**src/design/qyh_pkg.sv**
```systemverilog
// Shared constants, payload types and the arctangent table of the yaw heading unit.
`default_nettype none

package qyh_pkg;

   // Port field widths.
   localparam int QUAT_PORT_W = 16;
   localparam int HEAD_W      = 16;

   // Configuration port.
   localparam int CSR_AW      = 3;
   localparam int CSR_DW      = 32;
   localparam logic REG_HEADING_OFFSET = 1'b0;

   // Internal datapath widths.
   localparam int XYW  = 34;   // x and y after the products are combined
   localparam int MW   = 33;   // magnitude word used by the normalizer
   localparam int NW   = 35;   // normalized x and y
   localparam int DW   = 37;   // CORDIC x and y, with room for the gain
   localparam int AW   = 33;   // angle accumulator
   localparam int YAW_W = 17;  // rounded signed yaw
   localparam int TABLE_LEN = 24;

   // Angle constants in accumulator units (1/65536 hundredth of a degree).
   localparam logic signed [AW-1:0] QUARTER_ACC = AW'(589824000);
   localparam logic signed [AW-1:0] ROUND_HALF  = AW'(32768);
   localparam int ACC_FRAC = 16;

   // One full turn in hundredths of a degree.
   localparam logic signed [YAW_W-1:0] FULL_TURN_S = YAW_W'(36000);
   localparam logic [HEAD_W-1:0]       FULL_TURN_U = HEAD_W'(36000);

   typedef struct packed {
      logic signed [XYW-1:0] x;
      logic signed [XYW-1:0] y;
   } xy_type;

   typedef struct packed {
      logic                 zero;
      logic signed [NW-1:0] x;
      logic signed [NW-1:0] y;
   } nrm_type;

   typedef struct packed {
      logic                 zero;
      logic signed [AW-1:0] acc;
   } ang_type;

   // atan(2^-n) in accumulator units.
   function automatic logic [29:0] atan_step(input logic [4:0] idx);
      logic [29:0] val;
      case (idx)
         5'd0:    val = 30'd294912000;
         5'd1:    val = 30'd174096719;
         5'd2:    val = 30'd91987925;
         5'd3:    val = 30'd46694507;
         5'd4:    val = 30'd23437865;
         5'd5:    val = 30'd11730358;
         5'd6:    val = 30'd5866610;
         5'd7:    val = 30'd2933485;
         5'd8:    val = 30'd1466764;
         5'd9:    val = 30'd733385;
         5'd10:   val = 30'd366693;
         5'd11:   val = 30'd183346;
         5'd12:   val = 30'd91673;
         5'd13:   val = 30'd45837;
         5'd14:   val = 30'd22918;
         5'd15:   val = 30'd11459;
         5'd16:   val = 30'd5730;
         5'd17:   val = 30'd2865;
         5'd18:   val = 30'd1432;
         5'd19:   val = 30'd716;
         5'd20:   val = 30'd358;
         5'd21:   val = 30'd179;
         5'd22:   val = 30'd90;
         5'd23:   val = 30'd45;
         default: val = 30'd0;
      endcase
      return val;
   endfunction

endpackage

`default_nettype wire

```
**src/design/qyh_norm.sv**
```systemverilog
// Three-stage leading-zero normalizer that scales (x, y) until the larger magnitude reaches 2^32.
`default_nettype none

module qyh_norm (
   input  wire logic                clock,
   input  wire logic                reset,
   input  wire logic                in_valid,
   output      logic                in_ready,
   input  wire qyh_pkg::xy_type     in_data,
   output      logic                out_valid,
   input  wire logic                out_ready,
   output      qyh_pkg::nrm_type    out_data
);

   localparam int XYW = qyh_pkg::XYW;
   localparam int MW  = qyh_pkg::MW;
   localparam int NW  = qyh_pkg::NW;

   logic en1, en2, en3;
   logic v1_ff, v2_ff, v3_ff;

   logic [XYW-1:0] ax, ay;

   // Stage 1 registers: vector, magnitude word and zero flag.
   logic signed [NW-1:0] x1_ff, y1_ff, x1_in, y1_in;
   logic [MW-1:0]        m1_ff, m1_in;
   logic                 z1_ff, z1_in;

   // Stage 2 registers: coarse shifts applied.
   logic signed [NW-1:0] x2_ff, y2_ff, x2_in, y2_in;
   logic [MW-1:0]        m2_ff, m2_in;
   logic                 z2_ff;

   // Stage 3 registers: fine shifts applied.
   logic signed [NW-1:0] x3_ff, y3_ff, x3_in, y3_in;
   logic                 z3_ff;

   assign en3      = !v3_ff || out_ready;
   assign en2      = !v2_ff || en3;
   assign en1      = !v1_ff || en2;
   assign in_ready = en1;

   // Stage 1: magnitudes and their OR, which has the same top bit as the larger one.
   assign ax    = in_data.x[XYW-1] ? (~in_data.x + XYW'(1)) : in_data.x;
   assign ay    = in_data.y[XYW-1] ? (~in_data.y + XYW'(1)) : in_data.y;
   assign m1_in = MW'(ax | ay);
   assign z1_in = (in_data.x == '0) && (in_data.y == '0);
   assign x1_in = {{(NW-XYW){in_data.x[XYW-1]}}, in_data.x};
   assign y1_in = {{(NW-XYW){in_data.y[XYW-1]}}, in_data.y};

   // Stage 2: shift by 32, 16 and 8 where the magnitude stays below 2^33.
   always_comb begin
      x2_in = x1_ff;
      y2_in = y1_ff;
      m2_in = m1_ff;
      if (m2_in < (MW'(1) << 1)) begin
         m2_in = m2_in << 32;
         x2_in = x2_in <<< 32;
         y2_in = y2_in <<< 32;
      end
      if (m2_in < (MW'(1) << 17)) begin
         m2_in = m2_in << 16;
         x2_in = x2_in <<< 16;
         y2_in = y2_in <<< 16;
      end
      if (m2_in < (MW'(1) << 25)) begin
         m2_in = m2_in << 8;
         x2_in = x2_in <<< 8;
         y2_in = y2_in <<< 8;
      end
   end

   // Stage 3: shift by 4, 2 and 1 to land the top bit at position 32.
   always_comb begin
      logic [MW-1:0] m;
      m     = m2_ff;
      x3_in = x2_ff;
      y3_in = y2_ff;
      if (m < (MW'(1) << 29)) begin
         m     = m << 4;
         x3_in = x3_in <<< 4;
         y3_in = y3_in <<< 4;
      end
      if (m < (MW'(1) << 31)) begin
         m     = m << 2;
         x3_in = x3_in <<< 2;
         y3_in = y3_in <<< 2;
      end
      if (m < (MW'(1) << 32)) begin
         x3_in = x3_in <<< 1;
         y3_in = y3_in <<< 1;
      end
   end

   always_ff @(posedge clock) begin
      if (reset) begin
         v1_ff <= 1'b0;
         v2_ff <= 1'b0;
         v3_ff <= 1'b0;
      end else begin
         if (en1) begin
            v1_ff <= in_valid;
         end
         if (en2) begin
            v2_ff <= v1_ff;
         end
         if (en3) begin
            v3_ff <= v2_ff;
         end
      end
      if (en1) begin
         x1_ff <= x1_in;
         y1_ff <= y1_in;
         m1_ff <= m1_in;
         z1_ff <= z1_in;
      end
      if (en2) begin
         x2_ff <= x2_in;
         y2_ff <= y2_in;
         m2_ff <= m2_in;
         z2_ff <= z1_ff;
      end
      if (en3) begin
         x3_ff <= x3_in;
         y3_ff <= y3_in;
         z3_ff <= z2_ff;
      end
   end

   assign out_valid     = v3_ff;
   assign out_data.zero = z3_ff;
   assign out_data.x    = x3_ff;
   assign out_data.y    = y3_ff;

endmodule

`default_nettype wire

```
**config.mk**
```make
export PLATFORM = sky130hd
export DESIGN_NAME = qyh_norm
export DESIGN_NICKNAME = d
export VERILOG_FILES = /design/src/design/qyh_pkg.sv /design/src/design/qyh_norm.sv
export SDC_FILE = /design/constraint.sdc
export NUM_CORES = 1
export LEC_CHECK = 0
export ABC_AREA = 0
export BUFFER_PORTS_ARGS = -buffer_cell sky130_fd_sc_hd__buf_2
export CAP_MARGIN = 10
export CORE_MARGIN = 2
export CORE_UTILIZATION = 64
export DETAILED_ROUTE_END_ITERATION = 16
export GPL_TIMING_DRIVEN = 0
export HOLD_SLACK_MARGIN = 0.1
export PLACE_DENSITY = 0.86
export SETUP_SLACK_MARGIN = 0.1
export SKIP_LAST_GASP = 1
export SLEW_MARGIN = 20
export SYNTH_ARGS = -nofsm -noshare
export SYNTH_HDL_FRONTEND = slang
export SYNTH_SLANG_ARGS = --single-unit
```
**constraint.sdc**
```tcl
create_clock -name clock -period 8.1 [get_ports clock]
set_input_delay 1.62 -clock clock [delete_from_list [all_inputs] [get_ports clock]]
set_output_delay 1.62 -clock clock [all_outputs]
set_load 0.05 [all_outputs]
```
==> results.sh <==
export IMPL_status="finished clean"
export IMPL_setup_violations_final=0
export IMPL_core_rowCount=51
export IMPL_dieHeight_microns=146
export IMPL_clkSinkCount=254
export IMPL_grt_pass1_vias=8970
export IMPL_avgSynthCellArea_sq_um=12.6
export IMPL_cp_end_kind="output pin"
export IMPL_globalRouteTotalUtil_pct=31.6
export IMPL_diodes=0
export IMPL_cts_made_buffers=26
export IMPL_crit_arrival_ns=3.16
export IMPL_first_pass_iters=6
export IMPL_clock_latency_ns=0.54
export IMPL_ys_top_cells_by_count="251 x edfxtp_1, 111 x mux2i_1, 84 x nand2_1"
export IMPL_slew_viol_final=0
export IMPL_p_leak_nw=5.95
export IMPL_drc_errors=0
export IMPL_synth_async_sr_flop_share_pct=0
export IMPL_gr_total_overflow=0
export IMPL_cap_violations=0
export IMPL_final_cells=1478
export IMPL_ios=145
export IMPL_ys_ff_latch=254
export IMPL_nets=1268
export IMPL_hold_class="reg2reg"
export IMPL_powerDensity_nw_per_um2=232
export IMPL_slew_headroom_pct=45.0
export IMPL_clkSlewWorstSetupHoldPaths_ns=0.06
export IMPL_grt_max_degree=70
export IMPL_ir_worst_vdd_uv=177
export IMPL_synth_seq_area_share_pct=59.1
export IMPL_area_growth_pct=15.6
export IMPL_cts_path_max_buffers=3
export IMPL_dieArea_sq_um=21200
export IMPL_reg2reg_to="x3_ff[10]"
export IMPL_antenna_found_initial=0
export IMPL_period_share_pct=59.0
export IMPL_yosysUniqueCellTypes=51
export IMPL_yosysMostFrequentCell="edfxtp_1"
export IMPL_cts_hold_buf=0
export IMPL_cts_resized=0
export IMPL_regArea_sq_um=7600
export IMPL_clock_root_buffer="clkbuf_16"
export IMPL_r2r_cells=9
export IMPL_die_x_microns=146
export IMPL_drive_gt1_share_pct=23.3
export IMPL_dpl_instance_area_sq_um=14000
export IMPL_syn_nets=1093
export IMPL_core_area_sq_um=19600
export IMPL_tritoncts="yes"
export IMPL_hold_depth=0
export IMPL_grt_pass1_wl_mm=51.6
export IMPL_gp_congestion=0.999
export IMPL_drtIter0Drc=914
export IMPL_dp_cells=1431
export IMPL_htreeDepth=1
export IMPL_synth_ff_type="edfxtp_1"
export IMPL_routed_via_density=6.28
export IMPL_crit_type="in2out"
export IMPL_synth_top_cell_by_area="edfxtp_1"
export IMPL_min_from="z2_ff"
export IMPL_synth_edf_count=251
export IMPL_holdPathEnd="z3_ff"
export IMPL_multi_input_area_sq_um=4930
export IMPL_synth_area_leaders="edfxtp_1 59%, mux2i_1 8.6%, mux2_2 5.3%"
export IMPL_start_util_pct=65.7
export IMPL_place_hpwl_mm=25.4
export IMPL_fin_crit_ns=4.78
export IMPL_startpoint_type="input port"
export IMPL_wl_mm=33.6
export IMPL_port_buffer_count=144
export IMPL_synthCells=1019
export IMPL_worstMarginPinSlew_ns=0.818
export IMPL_final_hold_violation_count=0
export IMPL_finalSetupTns_ns=0
export IMPL_stdcell_area_sq_um=14900
export IMPL_vias=9284
export IMPL_timing_critical_path_fanout_max=54
export IMPL_post_cts_buffers=0
export IMPL_r2r_start="m2_ff[32]"
export IMPL_synthesis_area_sq_um=12900
export IMPL_reg2reg_slack_ns=4.66
export IMPL_yosysTopAreaCellShare_pct=58.6
export IMPL_rsz0062_at_grt="no"
export IMPL_num_fill_cells=1310
export IMPL_finClkSkew_ns=0.0175
export IMPL_worstPathRequired_ns=6.48
export IMPL_synth_warnings=0
export IMPL_routedWlPerCell_microns=22.7
export IMPL_ant_nets=0
export IMPL_timing_fmax_mhz=209
## critical path, cell delays in order
cell and delay [ns]:
buf_2 0.09, nor2b_1 0.27, and2_1 0.33, nand2_4 0.42, buf_2 0.38
## routing by layer
layer | share of wire [%] | vias up | wire length (microns) | track usage, %
li1 | - | 4287 | - | -
met3 | 8.1 | 91 | 2710 | 4.26
met1 | 39 | 4349 | 13100 | 41.5
met4 | 4.8 | 0 | 1610 | 14.0
met5 | 0 | - | 0 | 0
met2 | 48 | 557 | 16200 | 53.2
## layout by cell type, fill, tap and decap left out, types with 8 or more instances in the layout
master / instances
edfxtp_1: 251
buf_2: 152
mux2i_1: 111
nand2_1: 83
o21ai_0: 62
mux2_2: 60
xor2_1: 59
a21oi_1: 55
clkbuf_1: 54
nor2_1: 52
nand3_1: 26
clkbuf_16: 26
a221oi_1: 22
o31ai_1: 20
and3_1: 19
nor4_1: 13
o41ai_1: 12
a22o_1: 10
a22oi_1: 10
or4_1: 9
inv_1: 8
## state kept, by name (all words and copies together), names as in the netlist, 7 cells and up
register and cells:
x2_ff 35, x3_ff 35, y2_ff 35, y3_ff 35, x1_ff 34, y1_ff 34
m1_ff 33, m2_ff 7
## stage by stage
step	hold slack (ns)	total power, mW	setup WS (ns)	util (%)
2_1_floorplan	0.400	2.08	2.17	-
3_3_place_gp	0.401	2.24	1.11	71.0
3_5_place_dp	0.411	2.26	3.34	71.5
4_1_cts	0.412	3.45	3.34	75.9
5_1_grt	0.408	3.55	3.22	75.9
6_report	0.412	3.45	3.32	75.9
## cells by family after synthesis
kind of cell | share of synthesized area, %
AO/OA/AOI/OAI | 10.8
adder cells (fa/ha/maj) | 0.195
AND/OR/NAND/NOR | 9.26
XOR/XNOR | 4.09
buffers and inverters | 2.69
flip-flops | 59.1
multiplexers | 13.9
## cell type report
| cell class | instances | area share [%] |
|---|---|---|
| sequential | 254 | 51.1 |
| multi-input combinational | 691 | 33.1 |
| timing repair buffer | 147 | 5.35 |
| clock buffer | 33 | 4.55 |
| tap | 265 | 2.23 |
| buffer | 64 | 2.08 |
| clock inverter | 14 | 1.28 |
| inverter | 10 | 0.286 |
## report_power, final
part / switching [mW] / internal [mW] / leakage [nW] / total [mW]
Clock: 0.483 / 0.722 / 0.422 / 1.20
Sequential: 0.0620 / 1.58 / 2.64 / 1.64
Combinational: 0.417 / 0.180 / 2.89 / 0.597
## how the worst max path moves through the flow
| stage | cells after the start | to | slack [ns] | from |
|---|---|---|---|---|
| after floorplan | 3 | in_ready | 2.17 | out_ready |
| after global placement | 5 | in_ready | 1.11 | out_ready |
| after detailed placement | 5 | in_ready | 3.34 | out_ready |
| after CTS | 5 | in_ready | 3.34 | out_ready |
| after global routing | 5 | in_ready | 3.22 | out_ready |
| final | 5 | in_ready | 3.32 | out_ready |
No activity file was read; power rests on OpenSTA's default activity.
