[src/design/qyh_pkg.sv]
// Shared constants, payload types and the arctangent table of the yaw heading unit.
`default_nettype none

package qyh_pkg;

   // Port field widths.
   localparam int QUAT_PORT_W = 16;
   localparam int HEAD_W      = 16;

   // Configuration port.
   localparam int CSR_AW      = 3;
   localparam int CSR_DW      = 32;
   localparam logic REG_HEADING_OFFSET = 1'b0;

   // Internal datapath widths.
   localparam int XYW  = 34;   // x and y after the products are combined
   localparam int MW   = 33;   // magnitude word used by the normalizer
   localparam int NW   = 35;   // normalized x and y
   localparam int DW   = 37;   // CORDIC x and y, with room for the gain
   localparam int AW   = 33;   // angle accumulator
   localparam int YAW_W = 17;  // rounded signed yaw
   localparam int TABLE_LEN = 24;

   // Angle constants in accumulator units (1/65536 hundredth of a degree).
   localparam logic signed [AW-1:0] QUARTER_ACC = AW'(589824000);
   localparam logic signed [AW-1:0] ROUND_HALF  = AW'(32768);
   localparam int ACC_FRAC = 16;

   // One full turn in hundredths of a degree.
   localparam logic signed [YAW_W-1:0] FULL_TURN_S = YAW_W'(36000);
   localparam logic [HEAD_W-1:0]       FULL_TURN_U = HEAD_W'(36000);

   typedef struct packed {
      logic signed [XYW-1:0] x;
      logic signed [XYW-1:0] y;
   } xy_type;

   typedef struct packed {
      logic                 zero;
      logic signed [NW-1:0] x;
      logic signed [NW-1:0] y;
   } nrm_type;

   typedef struct packed {
      logic                 zero;
      logic signed [AW-1:0] acc;
   } ang_type;

   // atan(2^-n) in accumulator units.
   function automatic logic [29:0] atan_step(input logic [4:0] idx);
      logic [29:0] val;
      case (idx)
         5'd0:    val = 30'd294912000;
         5'd1:    val = 30'd174096719;
         5'd2:    val = 30'd91987925;
         5'd3:    val = 30'd46694507;
         5'd4:    val = 30'd23437865;
         5'd5:    val = 30'd11730358;
         5'd6:    val = 30'd5866610;
         5'd7:    val = 30'd2933485;
         5'd8:    val = 30'd1466764;
         5'd9:    val = 30'd733385;
         5'd10:   val = 30'd366693;
         5'd11:   val = 30'd183346;
         5'd12:   val = 30'd91673;
         5'd13:   val = 30'd45837;
         5'd14:   val = 30'd22918;
         5'd15:   val = 30'd11459;
         5'd16:   val = 30'd5730;
         5'd17:   val = 30'd2865;
         5'd18:   val = 30'd1432;
         5'd19:   val = 30'd716;
         5'd20:   val = 30'd358;
         5'd21:   val = 30'd179;
         5'd22:   val = 30'd90;
         5'd23:   val = 30'd45;
         default: val = 30'd0;
      endcase
      return val;
   endfunction

endpackage

`default_nettype wire

[src/design/qyh_prep.sv]
// Product stage and combine stage that form the yaw vector (x, y) from the quaternion.
`default_nettype none

module qyh_prep #(
   parameter int QUAT_WIDTH = 16
) (
   input  wire logic                                   clock,
   input  wire logic                                   reset,
   input  wire logic                                   in_valid,
   output      logic                                   in_ready,
   input  wire logic [qyh_pkg::QUAT_PORT_W-1:0]        quat_i,
   input  wire logic [qyh_pkg::QUAT_PORT_W-1:0]        quat_j,
   input  wire logic [qyh_pkg::QUAT_PORT_W-1:0]        quat_k,
   input  wire logic [qyh_pkg::QUAT_PORT_W-1:0]        quat_real,
   output      logic                                   out_valid,
   input  wire logic                                   out_ready,
   output      qyh_pkg::xy_type                        out_data
);

   localparam int PW = 2 * QUAT_WIDTH;
   localparam int PS = (QUAT_WIDTH > 16) ? 2 * (QUAT_WIDTH - 16) : 0;
   localparam int XYW = qyh_pkg::XYW;

   logic signed [QUAT_WIDTH-1:0] op_i, op_j, op_k, op_r;

   // Operands: the low bits are taken as signed at narrow widths, a wider
   // operand holds the port value with zeros above it.
   generate
      if (QUAT_WIDTH <= qyh_pkg::QUAT_PORT_W) begin : g_narrow
         assign op_i = quat_i[QUAT_WIDTH-1:0];
         assign op_j = quat_j[QUAT_WIDTH-1:0];
         assign op_k = quat_k[QUAT_WIDTH-1:0];
         assign op_r = quat_real[QUAT_WIDTH-1:0];
      end else begin : g_wide
         assign op_i = {{(QUAT_WIDTH-qyh_pkg::QUAT_PORT_W){1'b0}}, quat_i};
         assign op_j = {{(QUAT_WIDTH-qyh_pkg::QUAT_PORT_W){1'b0}}, quat_j};
         assign op_k = {{(QUAT_WIDTH-qyh_pkg::QUAT_PORT_W){1'b0}}, quat_k};
         assign op_r = {{(QUAT_WIDTH-qyh_pkg::QUAT_PORT_W){1'b0}}, quat_real};
      end
   endgenerate

   logic en1, en2;
   logic v1_ff, v2_ff;

   logic signed [PW-1:0] pij_ff, prk_ff, prr_ff, pii_ff, pjj_ff, pkk_ff;
   logic signed [PW-1:0] pij_in, prk_in, prr_in, pii_in, pjj_in, pkk_in;

   logic signed [XYW-1:0] sij, srk, srr, sii, sjj, skk;
   logic signed [XYW-1:0] x_ff, y_ff, x_in, y_in;

   // Each stage moves when it is empty or the stage after it moves.
   assign en2      = !v2_ff || out_ready;
   assign en1      = !v1_ff || en2;
   assign in_ready = en1;

   // Stage 1: the six products.
   assign pij_in = op_i * op_j;
   assign prk_in = op_r * op_k;
   assign prr_in = op_r * op_r;
   assign pii_in = op_i * op_i;
   assign pjj_in = op_j * op_j;
   assign pkk_in = op_k * op_k;

   // Stage 2: scale the products back to Q28 and combine them.
   assign sij = XYW'(pij_ff >>> PS);
   assign srk = XYW'(prk_ff >>> PS);
   assign srr = XYW'(prr_ff >>> PS);
   assign sii = XYW'(pii_ff >>> PS);
   assign sjj = XYW'(pjj_ff >>> PS);
   assign skk = XYW'(pkk_ff >>> PS);

   assign y_in = (sij + srk) <<< 1;
   assign x_in = srr + sii - sjj - skk;

   always_ff @(posedge clock) begin
      if (reset) begin
         v1_ff <= 1'b0;
         v2_ff <= 1'b0;
      end else begin
         if (en1) begin
            v1_ff <= in_valid;
         end
         if (en2) begin
            v2_ff <= v1_ff;
         end
      end
      if (en1) begin
         pij_ff <= pij_in;
         prk_ff <= prk_in;
         prr_ff <= prr_in;
         pii_ff <= pii_in;
         pjj_ff <= pjj_in;
         pkk_ff <= pkk_in;
      end
      if (en2) begin
         x_ff <= x_in;
         y_ff <= y_in;
      end
   end

   assign out_valid  = v2_ff;
   assign out_data.x = x_ff;
   assign out_data.y = y_ff;

endmodule

`default_nettype wire

[config.mk]
export PLATFORM = sky130hd
export DESIGN_NAME = qyh_prep
export DESIGN_NICKNAME = d
export VERILOG_FILES = /design/src/design/qyh_pkg.sv /design/src/design/qyh_prep.sv
export SDC_FILE = /design/constraint.sdc
export NUM_CORES = 2
export LEC_CHECK = 0
export BUFFER_PORTS_ARGS = -buffer_cell sky130_fd_sc_hd__clkbuf_2
export CAP_MARGIN = 20
export CORE_MARGIN = 2
export CORE_UTILIZATION = 45
export CTS_BUF_LIST = sky130_fd_sc_hd__clkbuf_4 sky130_fd_sc_hd__clkbuf_8
export DETAILED_ROUTE_END_ITERATION = 16
export HOLD_SLACK_MARGIN = 0.1
export SLEW_MARGIN = 15
export SYNTH_ARGS = -nofsm -noshare
export SYNTH_HDL_FRONTEND = slang
export SYNTH_SLANG_ARGS = --single-unit
export TNS_END_PERCENT = 1
[constraint.sdc]
create_clock -name clock -period 16.5 [get_ports clock]
set_input_delay 3.3 -clock clock [delete_from_list [all_inputs] [get_ports clock]]
set_output_delay 3.3 -clock clock [all_outputs]
set_load 0.03 [all_outputs]
==> impl_metrics.env <==
export IMPL_finalWirelength_um=158000
export IMPL_status="finished clean"
export IMPL_synthXorXnorAreaFrac_pct=3.98
export IMPL_grt_pass1_vias=48829
export IMPL_cpMostUsedCell="fa_1"
export IMPL_hold_viol=0
export IMPL_root_buffer="clkbuf_8"
export IMPL_drtAntennaViolNets=0
export IMPL_cts_clk_slew_worst_paths_ns=0.07
export IMPL_routed_via_count=44940
export IMPL_post_drt_via_cell_ratio=5.07
export IMPL_synthMuxAreaShare_pct=0.0596
export IMPL_required_ns=16.91
export IMPL_worst_slack_ns=6.37
export IMPL_holdPathEnd="out_valid"
export IMPL_yosysWarnings=0
export IMPL_synth_seq_area_share_pct=11.5
export IMPL_cts_tree="yes"
export IMPL_finalClockSkew_ns=0.0398
export IMPL_cts_setup_buffers=0
export IMPL_setup_worst_path_start_class="input port"
export IMPL_reg2reg_slack_ns=11.37
export IMPL_io_buffers=136
export IMPL_cts_buffers=49
export IMPL_place_ws_ns=5.77
export IMPL_path_max_fanout=25
export IMPL_die_h_um=390
export IMPL_min_from="v1_ff"
export IMPL_fp_coreArea_um2=148000
export IMPL_post_route_drc_count=0
export IMPL_synthAdderAreaFrac_pct=56.5
export IMPL_die_w_um=390
export IMPL_initial_core_util_pct=45.4
export IMPL_synth_top_family_by_area="adder cells"
export IMPL_cp_arrival_ns=10.54
export IMPL_grt_pass1_wl_um=262000
export IMPL_ys_ff_latch=257
export IMPL_wl_per_cell_um=17.9
export IMPL_netlist_instances=6870
export IMPL_worstRegToRegCells=13
export IMPL_cts_max_level=2
export IMPL_end_kind="flop"
export IMPL_worstPathCellList="clkbuf_2 -> inv_1 -> nor2_1 -> ha_1 -> xor2_1 -> fa_1 -> fa_1 -> inv_1 -> fa_1 -> fa_1 -> inv_1 -> fa_1 -> inv_1 -> ha_1 -> nand3_1 -> nand2b_1 -> a21o_1 -> a311oi_1 -> o21ai_0 -> nand4_1 -> nand4b_1 -> a21oi_1 -> xnor2_1"
export IMPL_area_growth_pct=5.57
export IMPL_synth_edf_count=255
export IMPL_critPathSlowestCell="a311oi_1"
export IMPL_finalSetupViolCount=0
export IMPL_critPathMaxStageDelay_ns=0.86
export IMPL_synthSimpleGateAreaFrac_pct=10.1
export IMPL_routabilityCongestion=0.873
export IMPL_drive_gt1_share_pct=4.52
export IMPL_dieArea_um2=152000
export IMPL_clk_latency_ns=0.68
export IMPL_r2r_start="prr_ff[2]"
export IMPL_dr_pass1_iters=5
export IMPL_min_period_ns=10.13
export IMPL_max_freq_mhz=98.7
export IMPL_layout_worst_path_cycle_share_pct=61.4
export IMPL_syn_cell_area_um2=67200
export IMPL_synth_compound_area_share_pct=6.07
export IMPL_fin_tns_setup_ns=0
export IMPL_dp_hpwl_um=125000
export IMPL_slew_viol_final=0
export IMPL_avgSynthCellArea_um2=9.78
export IMPL_relSlewSlack_pct=24.1
export IMPL_worst_pin_slew_ns=1.14
export IMPL_crit_type="in2reg"
export IMPL_rows=141
export IMPL_pin_count=138
export IMPL_reg2reg_to="x_ff[29]"
export IMPL_synth_ff_type="edfxtp_1"
export IMPL_hold_ws_ns=0.544
export IMPL_maxCapViolations=0
export IMPL_antenna_found_initial=8
export IMPL_grt_overflow_total=0
export IMPL_fin_nets=9072
export IMPL_drt_iter0_markers=2579
export IMPL_ctsLongestPathBuffers=3
export IMPL_synthArstFlopShare_pct=0
export IMPL_worstHoldPathCells=2
export IMPL_hold_path_class="reg2reg"
export IMPL_cts_resized=0
export IMPL_grt_setup_unrepaired="no"
export IMPL_gr_usage_all_layers_pct=22.0
export IMPL_clkSinkCount=257
export IMPL_yosysUniqueCellTypes=72
export IMPL_postCtsHoldBufs=0
export IMPL_grt_start_max_net_pins=159
final cells by class:
cell class | instances | area [um^2]
antenna | 7 | 17.5
clock buffer | 56 | 733
clock inverter | 32 | 348
fill | 13808 | 77100
inverter | 1902 | 7140
multi-input combinational | 4495 | 51500
sequential | 257 | 7700
tap | 1930 | 2410
timing repair buffer | 181 | 1030
cells by family after synthesis:
family                   Yosys count
adder cells (fa/ha/maj)         2118
AND/OR/NAND/NOR                 1451
multiplexers                       4
flip-flops                       257
AO/OA/AOI/OAI                    615
other                              1
buffers and inverters           2119
XOR/XNOR                         305
flip-flops by register name, indices dropped and copies added, names as in the netlist, 31 cells and up:
| register | count |
|---|---|
| pii_ff | 31 |
| pij_ff | 32 |
| pjj_ff | 31 |
| pkk_ff | 31 |
| prk_ff | 32 |
| prr_ff | 31 |
| x_ff | 34 |
| y_ff | 33 |
routing by layer:
layer  up-vias  GRT usage (%)  share of wire [%]
li1      20528              -                  -
met1     22972           31.0                 44
met2      1234           34.7                 45
met3       206           3.67                6.9
met4         0           7.46                4.0
met5         -              0                  0
worst max path at each step:
stage          depth (start not counted)          to  slack, ns    startpoint
6_report                              23  pii_ff[30]       6.37     quat_i[3]
5_1_grt                               22  prr_ff[31]       5.89  quat_real[2]
4_1_cts                               21  pii_ff[31]       6.50    quat_i[15]
3_5_place_dp                          21  pii_ff[31]       5.77    quat_i[15]
3_3_place_gp                          21  pii_ff[31]       5.91    quat_i[15]
2_1_floorplan                          2    in_ready       5.71     out_ready
cells in the mapped netlist, types with 16 or more instances:
library cell / n / share of area, %
nand3_1: 38 / 0.28
xnor2_1: 245 / 3.2
a21o_1: 111 / 1.2
and2_1: 349 / 3.3
nor2b_1: 26 / 0.24
nor3_1: 28 / 0.21
o21ai_0: 93 / 0.69
edfxtp_1: 255 / 11
fa_1: 1521 / 45
a21oi_1: 185 / 1.4
a211oi_1: 26 / 0.29
o21bai_1: 38 / 0.42
nand2_1: 592 / 3.3
xor2_1: 60 / 0.78
a31o_2: 22 / 0.29
ha_1: 597 / 11
clkbuf_1: 206 / 1.2
a31oi_1: 16 / 0.15
inv_1: 1886 / 11
o21a_1: 36 / 0.40
nand2b_1: 42 / 0.39
nor2_1: 301 / 1.7
critical path, delay by kind of cell:
family                     cells  cell delay, ns
adders and majority gates      7            3.11
AOI/OAI and AO/OA              4            1.74
buffers and inverters          5            1.24
and+or+nand+nor                5            0.86
xor gates and xnor gates       2            0.28
through the flow:
step,utilization (%),cell area [um^2],cells
after floorplan,-,67200,6871
after global placement,47.2,69800,8765
after detailed placement,47.2,69800,8765
after CTS,47.9,70900,8853
after global routing,47.9,70900,8859
final,47.9,70900,8860
layout by cell type, fill, tap and decap left out, types with 22 or more instances in the layout:
master	n
a211oi_1	26
a21o_1	111
a21oi_1	185
a31o_2	22
and2_1	349
buf_4	44
clkbuf_2	136
clkbuf_8	50
clkinv_1	24
edfxtp_1	255
fa_1	1521
ha_1	597
inv_1	1885
nand2_1	591
nand2b_1	42
nand3_1	38
nor2_1	301
nor2b_1	26
nor3_1	28
o21a_1	36
o21ai_0	93
o21bai_1	38
xnor2_1	245
xor2_1	60
Power is left out: the tool's default activity adds up to more than one toggle a clock period on the data nets, which glitch-free logic cannot reach.
