<file path="src/design/qyh_pkg.sv">
// Shared constants, payload types and the arctangent table of the yaw heading unit.
`default_nettype none

package qyh_pkg;

   // Port field widths.
   localparam int QUAT_PORT_W = 16;
   localparam int HEAD_W      = 16;

   // Configuration port.
   localparam int CSR_AW      = 3;
   localparam int CSR_DW      = 32;
   localparam logic REG_HEADING_OFFSET = 1'b0;

   // Internal datapath widths.
   localparam int XYW  = 34;   // x and y after the products are combined
   localparam int MW   = 33;   // magnitude word used by the normalizer
   localparam int NW   = 35;   // normalized x and y
   localparam int DW   = 37;   // CORDIC x and y, with room for the gain
   localparam int AW   = 33;   // angle accumulator
   localparam int YAW_W = 17;  // rounded signed yaw
   localparam int TABLE_LEN = 24;

   // Angle constants in accumulator units (1/65536 hundredth of a degree).
   localparam logic signed [AW-1:0] QUARTER_ACC = AW'(589824000);
   localparam logic signed [AW-1:0] ROUND_HALF  = AW'(32768);
   localparam int ACC_FRAC = 16;

   // One full turn in hundredths of a degree.
   localparam logic signed [YAW_W-1:0] FULL_TURN_S = YAW_W'(36000);
   localparam logic [HEAD_W-1:0]       FULL_TURN_U = HEAD_W'(36000);

   typedef struct packed {
      logic signed [XYW-1:0] x;
      logic signed [XYW-1:0] y;
   } xy_type;

   typedef struct packed {
      logic                 zero;
      logic signed [NW-1:0] x;
      logic signed [NW-1:0] y;
   } nrm_type;

   typedef struct packed {
      logic                 zero;
      logic signed [AW-1:0] acc;
   } ang_type;

   // atan(2^-n) in accumulator units.
   function automatic logic [29:0] atan_step(input logic [4:0] idx);
      logic [29:0] val;
      case (idx)
         5'd0:    val = 30'd294912000;
         5'd1:    val = 30'd174096719;
         5'd2:    val = 30'd91987925;
         5'd3:    val = 30'd46694507;
         5'd4:    val = 30'd23437865;
         5'd5:    val = 30'd11730358;
         5'd6:    val = 30'd5866610;
         5'd7:    val = 30'd2933485;
         5'd8:    val = 30'd1466764;
         5'd9:    val = 30'd733385;
         5'd10:   val = 30'd366693;
         5'd11:   val = 30'd183346;
         5'd12:   val = 30'd91673;
         5'd13:   val = 30'd45837;
         5'd14:   val = 30'd22918;
         5'd15:   val = 30'd11459;
         5'd16:   val = 30'd5730;
         5'd17:   val = 30'd2865;
         5'd18:   val = 30'd1432;
         5'd19:   val = 30'd716;
         5'd20:   val = 30'd358;
         5'd21:   val = 30'd179;
         5'd22:   val = 30'd90;
         5'd23:   val = 30'd45;
         default: val = 30'd0;
      endcase
      return val;
   endfunction

endpackage

`default_nettype wire

</file>
<file path="src/design/qyh_finish.sv">
// Rounds the angle to hundredths of a degree, wraps it and removes the mounting offset.
`default_nettype none

module qyh_finish (
   input  wire logic                          clock,
   input  wire logic                          reset,
   input  wire logic                          in_valid,
   output      logic                          in_ready,
   input  wire qyh_pkg::ang_type              in_data,
   input  wire logic [qyh_pkg::HEAD_W-1:0]    offset_mod,
   output      logic                          out_valid,
   input  wire logic                          out_ready,
   output      logic [qyh_pkg::HEAD_W-1:0]    heading
);

   localparam int AW     = qyh_pkg::AW;
   localparam int YAW_W  = qyh_pkg::YAW_W;
   localparam int HEAD_W = qyh_pkg::HEAD_W;

   logic en1, en2;
   logic v1_ff, v2_ff;

   logic signed [AW-1:0]    rounded;
   logic signed [YAW_W-1:0] yaw_s, yaw_w, diff;

   logic [HEAD_W-1:0] yaw_ff, yaw_in;
   logic [HEAD_W-1:0] heading_ff, heading_in;

   assign en2      = !v2_ff || out_ready;
   assign en1      = !v1_ff || en2;
   assign in_ready = en1;

   // Stage 1: round halves upward, then wrap into one turn; a zero vector reads as 0.
   assign rounded = in_data.acc + qyh_pkg::ROUND_HALF;
   assign yaw_s   = YAW_W'(rounded >>> qyh_pkg::ACC_FRAC);
   assign yaw_w   = yaw_s[YAW_W-1] ? yaw_s + qyh_pkg::FULL_TURN_S :
                    ((yaw_s >= qyh_pkg::FULL_TURN_S) ? yaw_s - qyh_pkg::FULL_TURN_S : yaw_s);
   assign yaw_in  = in_data.zero ? '0 : yaw_w[HEAD_W-1:0];

   // Stage 2: subtract the offset and wrap a negative difference.
   assign diff       = $signed({1'b0, yaw_ff}) - $signed({1'b0, offset_mod});
   assign heading_in = diff[YAW_W-1] ? HEAD_W'(diff + qyh_pkg::FULL_TURN_S)
                                     : diff[HEAD_W-1:0];

   always_ff @(posedge clock) begin
      if (reset) begin
         v1_ff <= 1'b0;
         v2_ff <= 1'b0;
      end else begin
         if (en1) begin
            v1_ff <= in_valid;
         end
         if (en2) begin
            v2_ff <= v1_ff;
         end
      end
      if (en1) begin
         yaw_ff <= yaw_in;
      end
      if (en2) begin
         heading_ff <= heading_in;
      end
   end

   assign out_valid = v2_ff;
   assign heading   = heading_ff;

endmodule

`default_nettype wire

</file>
<file path="config.mk">
export PLATFORM = sky130hd
export DESIGN_NAME = qyh_finish
export DESIGN_NICKNAME = d
export VERILOG_FILES = /design/src/design/qyh_pkg.sv /design/src/design/qyh_finish.sv
export SDC_FILE = /design/constraint.sdc
export NUM_CORES = 1
export LEC_CHECK = 0
export BUFFER_PORTS_ARGS = -buffer_cell sky130_fd_sc_hd__buf_4
export CORE_AREA = 8 8 108 100
export CTS_CLUSTER_SIZE = 25
export DETAILED_ROUTE_END_ITERATION = 8
export DIE_AREA = 0 0 116 108
export GPL_ROUTABILITY_DRIVEN = 0
export PLACE_DENSITY = 0.61
export SETUP_SLACK_MARGIN = 0.15
export SLEW_MARGIN = 20
export SYNTH_ARGS = -nofsm -noshare
export SYNTH_HDL_FRONTEND = slang
export SYNTH_SLANG_ARGS = --single-unit
</file>
<file path="constraint.sdc">
create_clock -name clock -period 7.5 [get_ports clock]
set_input_delay 0.75 -clock clock [delete_from_list [all_inputs] [get_ports clock]]
set_output_delay 0.75 -clock clock [all_outputs]
set_load 0.01 [all_outputs]
</file>
==> results.sh, run 1 <==
export IMPL_synth_cell_type_count=67
export IMPL_clk_pin_slew_ns=0.07
export IMPL_dp_slack_ns=3.470
export IMPL_design_area_um2=4079
export IMPL_drt_iter0_markers=107
export IMPL_std_cell_rows=33
export IMPL_coreArea_um2=8919
export IMPL_path_class="primary input to register"
export IMPL_ant_nets=0
export IMPL_ctsResizeCount=0
export IMPL_synth_edf_count=32
export IMPL_critPathSlowestCell="a311oi_4"
export IMPL_final_cell_mix="buf_4, inv_1, nand2_1"
export IMPL_crit_path_max_incr_delay_ns=0.54
export IMPL_power_density_nw_per_um2=174.9
export IMPL_outcome="complete, no violations"
export IMPL_cts_buffer_depth=2
export IMPL_rsz0062_at_grt="no"
export IMPL_end_kind="register"
export IMPL_track_usage_pct=12.62
export IMPL_cp_cell_sequence="buf_4 > ha_1 > nand4_4 > nor3_1 > nor2_1 > ha_1 > o21ai_0 > nand2_1 > a311oi_4 > nor4_2 > or4_1"
export IMPL_cts_num_sinks=34
export IMPL_die_h_um=108
export IMPL_slew_headroom_pct=33.23
export IMPL_start_util_pct=38.80
export IMPL_insertedDiodeCount=0
export IMPL_final_common_cell="buf_4"
export IMPL_fin_nets=529
export IMPL_io_buffers=56
export IMPL_clkLatencyLatePin_ns=0.28
export IMPL_fin_crit_sh_pct=50.08
export IMPL_grt_pass1_wl_um=13080
export IMPL_drt_pass1_iterations=4
export IMPL_seqPwrFrac_pct=38.8
export IMPL_ys_warn_count=0
export IMPL_crit_path_max_fanout=8
export IMPL_cts_tree="done"
export IMPL_cts_max_level=2
export IMPL_design_portCount=72
export IMPL_comb_power_share_pct=43.6
export IMPL_synth_main_ff_cell="edfxtp_1"
export IMPL_syn_to_final_growth_pct=17.86
export IMPL_synthCells=399
export IMPL_vias_per_cell=5.239
export IMPL_tns_ns=0
export IMPL_async_flop_share_pct=0
export IMPL_fin_crit_ns=3.756
export IMPL_grt_max_degree=23
export IMPL_setup_slack_ns=3.744
export IMPL_die_area_um2=12530
export IMPL_grt_overflow_total=0
export IMPL_dpl_hpwl_um=6317
export IMPL_ctsHoldBuffers=0
export IMPL_drc=0
export IMPL_maxSlewViolCount=0
export IMPL_fin_skew_ns=0.009414
export IMPL_cap_violations=0
export IMPL_die_w_um=116
export IMPL_synth_area_um2=3461
export IMPL_num_vias=3023
export IMPL_final_fill_count=911
export IMPL_switchingPower_mw=0.2374
export IMPL_whs_path_depth=2
export IMPL_worstPathRequired_ns=7.52
export IMPL_hold_viol_final=0
export IMPL_numCtsBuffers=5
export IMPL_post_cts_setup_buffers=0
export IMPL_clkPwrFrac_pct=17.6
export IMPL_crit_arrival_ns=3.78
export IMPL_crit_top_cell="ha_1"
export IMPL_setup_violations=0
export IMPL_grt_pass1_vias=2915
export IMPL_peakVddDrop_v=0.00007603
export IMPL_antenna_found_initial=0
export IMPL_cts_root_buf="clkbuf_8"
export IMPL_dpl_cell_area_um2=3998
export IMPL_leakage_nw=1.719
export IMPL_routed_wl_um=7625
export IMPL_p_sw_share_pct=33.29
export IMPL_r2r_cells=9
export IMPL_max_freq_ghz=0.2662
export IMPL_worstMarginPinSlew_ns=0.9944
export IMPL_holdCritPathClass="register to register"
export IMPL_avgSynthCellArea_um2=8.674
export IMPL_internal_power_mw=0.4758
export IMPL_syn_nets=474
export IMPL_yosysSeqAreaShare_pct=28.92
export IMPL_critPathLaunchType="primary input"
export IMPL_wire_per_inst_um=13.21
export IMPL_layout_drive_gt1_share_pct=20.44
export IMPL_synth_seq_cells=34
==> critical path: cells and delay by family <==
kind | cells | cell delay, ns
and+or+nand+nor | 6 | 1.49
AOI/OAI and AO/OA | 2 | 0.93
adders and majority gates | 2 | 0.51
buffers and inverters | 1 | 0.10
==> cells in the mapped netlist (6+ instances only) <==
master	number	area, µm²
inv_1	37	138.9
nand2_1	35	131.4
nor2_1	33	123.9
edfxtp_1	32	960.9
ha_1	20	250.2
xnor2_1	19	166.4
a21oi_1	17	85.08
nor3_1	17	85.08
o21ai_0	15	75.07
xor2_1	11	96.34
nand3_1	9	45.04
a211oi_1	7	52.55
a31oi_1	7	43.79
nor4_1	7	43.79
a21o_1	6	45.04
and3_1	6	37.54
nor2b_1	6	37.54
==> power groups by stage <==
stage | clock, mW | sequential, mW | combinational [mW]
floorplan | 0 | 0.302 | 0.183
CTS | 0.130 | 0.277 | 0.314
detailed placement | 0 | 0.281 | 0.313
global route | 0.138 | 0.282 | 0.349
global placement | 0 | 0.280 | 0.309
finish | 0.125 | 0.277 | 0.311
==> worst paths after layout <==
kind	startpoint	to	slack [ns]
worst max-delay path	in_data[15]	yaw_ff[7]$_SDFFCE_PP0P_	3.74
worst min-delay path	v1_ff$_SDFFE_PP0P_	out_valid$_SDFFE_PP0P_	0.51
worst max register to register	yaw_ff[4]$_SDFFCE_PP0P_	heading[13]$_DFFE_PP_	4.38
worst min register to register	v1_ff$_SDFFE_PP0P_	out_valid$_SDFFE_PP0P_	0.51
==> layout make-up <==
cell class / count / area (µm²) / area share, %
clock inverter: 2 / 8.758 / 0.2147
timing repair buffer: 57 / 427.9 / 10.49
multi-input combinational: 319 / 2277 / 55.83
clock buffer: 6 / 72.57 / 1.779
inverter: 37 / 138.9 / 3.405
sequential: 34 / 1001 / 24.54
tap: 122 / 152.6 / 3.742
==> kinds of logic after synthesis <==
logic type | synth area share (%)
AND/OR/NAND/NOR | 26.90
buffers and inverters | 5.278
multiplexers | 1.157
adder cells (fa/ha/maj) | 7.809
XOR/XNOR | 8.532
flip-flops | 28.92
AO/OA/AOI/OAI | 21.40
==> sequential cells by signal (all words and copies together), names as in the netlist <==
name and count:
yaw_ff 16, heading 16, v1_ff 1, out_valid 1
==> per-layer routing <==
metal / vias up / part of all wire (%) / GRT usage [%]
li1: 1591 / - / -
met1: 1359 / 47 / 15.48
met2: 62 / 47 / 21.70
met3: 11 / 4.1 / 2.228
met4: 0 / 1.9 / 4.533
met5: - / 0 / 0
==> stage by stage <==
| step | total power [mW] | hold WS (ns) | instances | util [%] |
|---|---|---|---|---|
| finish | 0.7132 | 0.5082 | 577 | 45.74 |
| global route | 0.7689 | 0.5471 | 577 | 45.74 |
| CTS | 0.7213 | 0.5163 | 577 | 45.74 |
| detailed placement | 0.5943 | 0.5010 | 569 | 44.82 |
| global placement | 0.5889 | 0.4765 | 569 | 44.82 |
| floorplan | 0.4847 | 0.4631 | 399 | - |
Power figures use the tool's default switching activity.
==> run 2: changes to the inputs <==
==> constraint.sdc (replaced) <==
create_clock -name clock -period 3.9 [get_ports clock]
set_input_delay 0.39 -clock clock [delete_from_list [all_inputs] [get_ports clock]]
set_output_delay 0.39 -clock clock [all_outputs]
set_load 0.01 [all_outputs]
==> results.sh, run 2 (synthesis gave the netlist of run 1 again) <==
export IMPL_maxSlewViolCount=0
export IMPL_final_cell_mix="buf_4, inv_1, nand2_1"
export IMPL_drt_iter0_markers=133
export IMPL_wire_per_inst_um=13.30
export IMPL_seqPwrFrac_pct=36.7
export IMPL_rsz0062_at_grt="no"
export IMPL_slew_headroom_pct=47.69
export IMPL_die_w_um=116
export IMPL_io_buffers=56
export IMPL_routed_wl_um=7725
export IMPL_cts_buffer_depth=2
export IMPL_track_usage_pct=12.90
export IMPL_layout_drive_gt1_share_pct=21.13
export IMPL_cts_num_sinks=34
export IMPL_power_density_nw_per_um2=350.3
export IMPL_dpl_hpwl_um=6450
export IMPL_fin_skew_ns=0.008936
export IMPL_tns_ns=0
export IMPL_worstMarginPinSlew_ns=0.7831
export IMPL_ctsHoldBuffers=0
export IMPL_leakage_nw=1.748
export IMPL_drc=0
export IMPL_hold_viol_final=0
export IMPL_cts_max_level=2
export IMPL_clkLatencyLatePin_ns=0.29
export IMPL_r2r_cells=9
export IMPL_setup_violations=0
export IMPL_crit_arrival_ns=3.16
export IMPL_max_freq_ghz=0.3194
export IMPL_fin_crit_sh_pct=80.27
export IMPL_die_area_um2=12530
export IMPL_cts_root_buf="clkbuf_8"
export IMPL_peakVddDrop_v=0.0002115
export IMPL_critPathLaunchType="primary input"
export IMPL_drt_pass1_iterations=5
export IMPL_design_portCount=72
export IMPL_path_class="primary input to register"
export IMPL_fin_crit_ns=3.131
export IMPL_holdCritPathClass="primary input to register"
export IMPL_cap_violations=0
export IMPL_num_vias=3036
export IMPL_final_common_cell="buf_4"
export IMPL_end_kind="register"
export IMPL_post_cts_setup_buffers=0
export IMPL_clk_pin_slew_ns=0.07
export IMPL_p_sw_share_pct=31.90
export IMPL_dp_slack_ns=0.4381
export IMPL_grt_pass1_wl_um=13350
export IMPL_grt_pass1_vias=3000
export IMPL_setup_slack_ns=0.7693
export IMPL_ant_nets=0
export IMPL_clkPwrFrac_pct=21.6
export IMPL_finalNonFillerCells=581
export IMPL_coreArea_um2=8919
export IMPL_vias_per_cell=5.225
export IMPL_final_util_pct=46.35
export IMPL_antenna_found_initial=0
export IMPL_die_h_um=108
export IMPL_crit_path_max_fanout=8
export IMPL_grt_max_degree=23
export IMPL_worstPathRequired_ns=3.93
export IMPL_grt_overflow_total=0
export IMPL_numCtsBuffers=5
export IMPL_start_util_pct=38.80
export IMPL_whs_path_depth=2
export IMPL_placed_cells=573
export IMPL_comb_power_share_pct=41.6
export IMPL_ctsResizeCount=0
export IMPL_syn_to_final_growth_pct=19.45
export IMPL_internal_power_mw=0.9861
export IMPL_switchingPower_mw=0.4619
export IMPL_outcome="complete, no violations"
export IMPL_fin_nets=533
export IMPL_cts_tree="done"
export IMPL_insertedDiodeCount=0
export IMPL_std_cell_rows=33
-- run 2: cell count changes in the layout (fill, tap and decap cells not counted), sizes merged --
cell,before,now
bufinv,0,1
buf,57,61
clkbuf,6,7
clkinv,2,0
-- run 2: path summary, 6_finish.rpt --
path                              to  slack (ns)                     from
max          yaw_ff[7]$_SDFFCE_PP0P_        0.77              in_data[15]
min               v1_ff$_SDFFE_PP0P_        0.26                    reset
max reg2reg    heading[13]$_DFFE_PP_        0.83  yaw_ff[4]$_SDFFCE_PP0P_
min reg2reg   out_valid$_SDFFE_PP0P_        0.51       v1_ff$_SDFFE_PP0P_
-- run 2: power by group through the flow --
stage	Combinational, mW	Sequential [mW]	Clock [mW]
5_1_grt	0.679	0.542	0.339
3_3_place_gp	0.597	0.539	0
3_5_place_dp	0.608	0.541	0
4_1_cts	0.610	0.533	0.323
6_report	0.603	0.532	0.313
2_1_floorplan	0.352	0.580	0
-- run 2: worst max-delay path: stages --
cell and delay [ns]:
buf_4 0.10, ha_1 0.25, nand4_4 0.20, nor3_1 0.34, nor2_1 0.15, ha_1 0.25
o21ai_0 0.35, nand2_1 0.17, a311oi_4 0.38, nor4_2 0.06, or4_1 0.52
-- run 2: layer usage --
layer / share of wire [%] / up-vias / GRT usage (%)
met4: 1.2 / 0 / 4.625
met2: 49 / 54 / 22.48
met5: 0 / - / 0
met1: 45 / 1364 / 15.54
met3: 4.1 / 6 / 2.396
li1: - / 1612 / -
-- run 2: cell type report --
cell class	count	area (µm²)
Multi-Input combinational cell	319	2277
Sequential cell	34	1001
Clock inverter	1	30.03
Inverter	37	138.9
Fill cell	886	4785
Timing Repair Buffer	61	457.9
Clock buffer	7	76.32
Tap cell	122	152.6
-- run 2: through the flow --
step,hold WS (ns),instance area (µm²),power [mW]
floorplan,0.4624,3461,0.9322
global placement,0.4755,4028,1.136
detailed placement,0.4995,4028,1.149
CTS,0.2503,4134,1.465
global route,0.2491,4134,1.560
finish,0.2579,4134,1.448
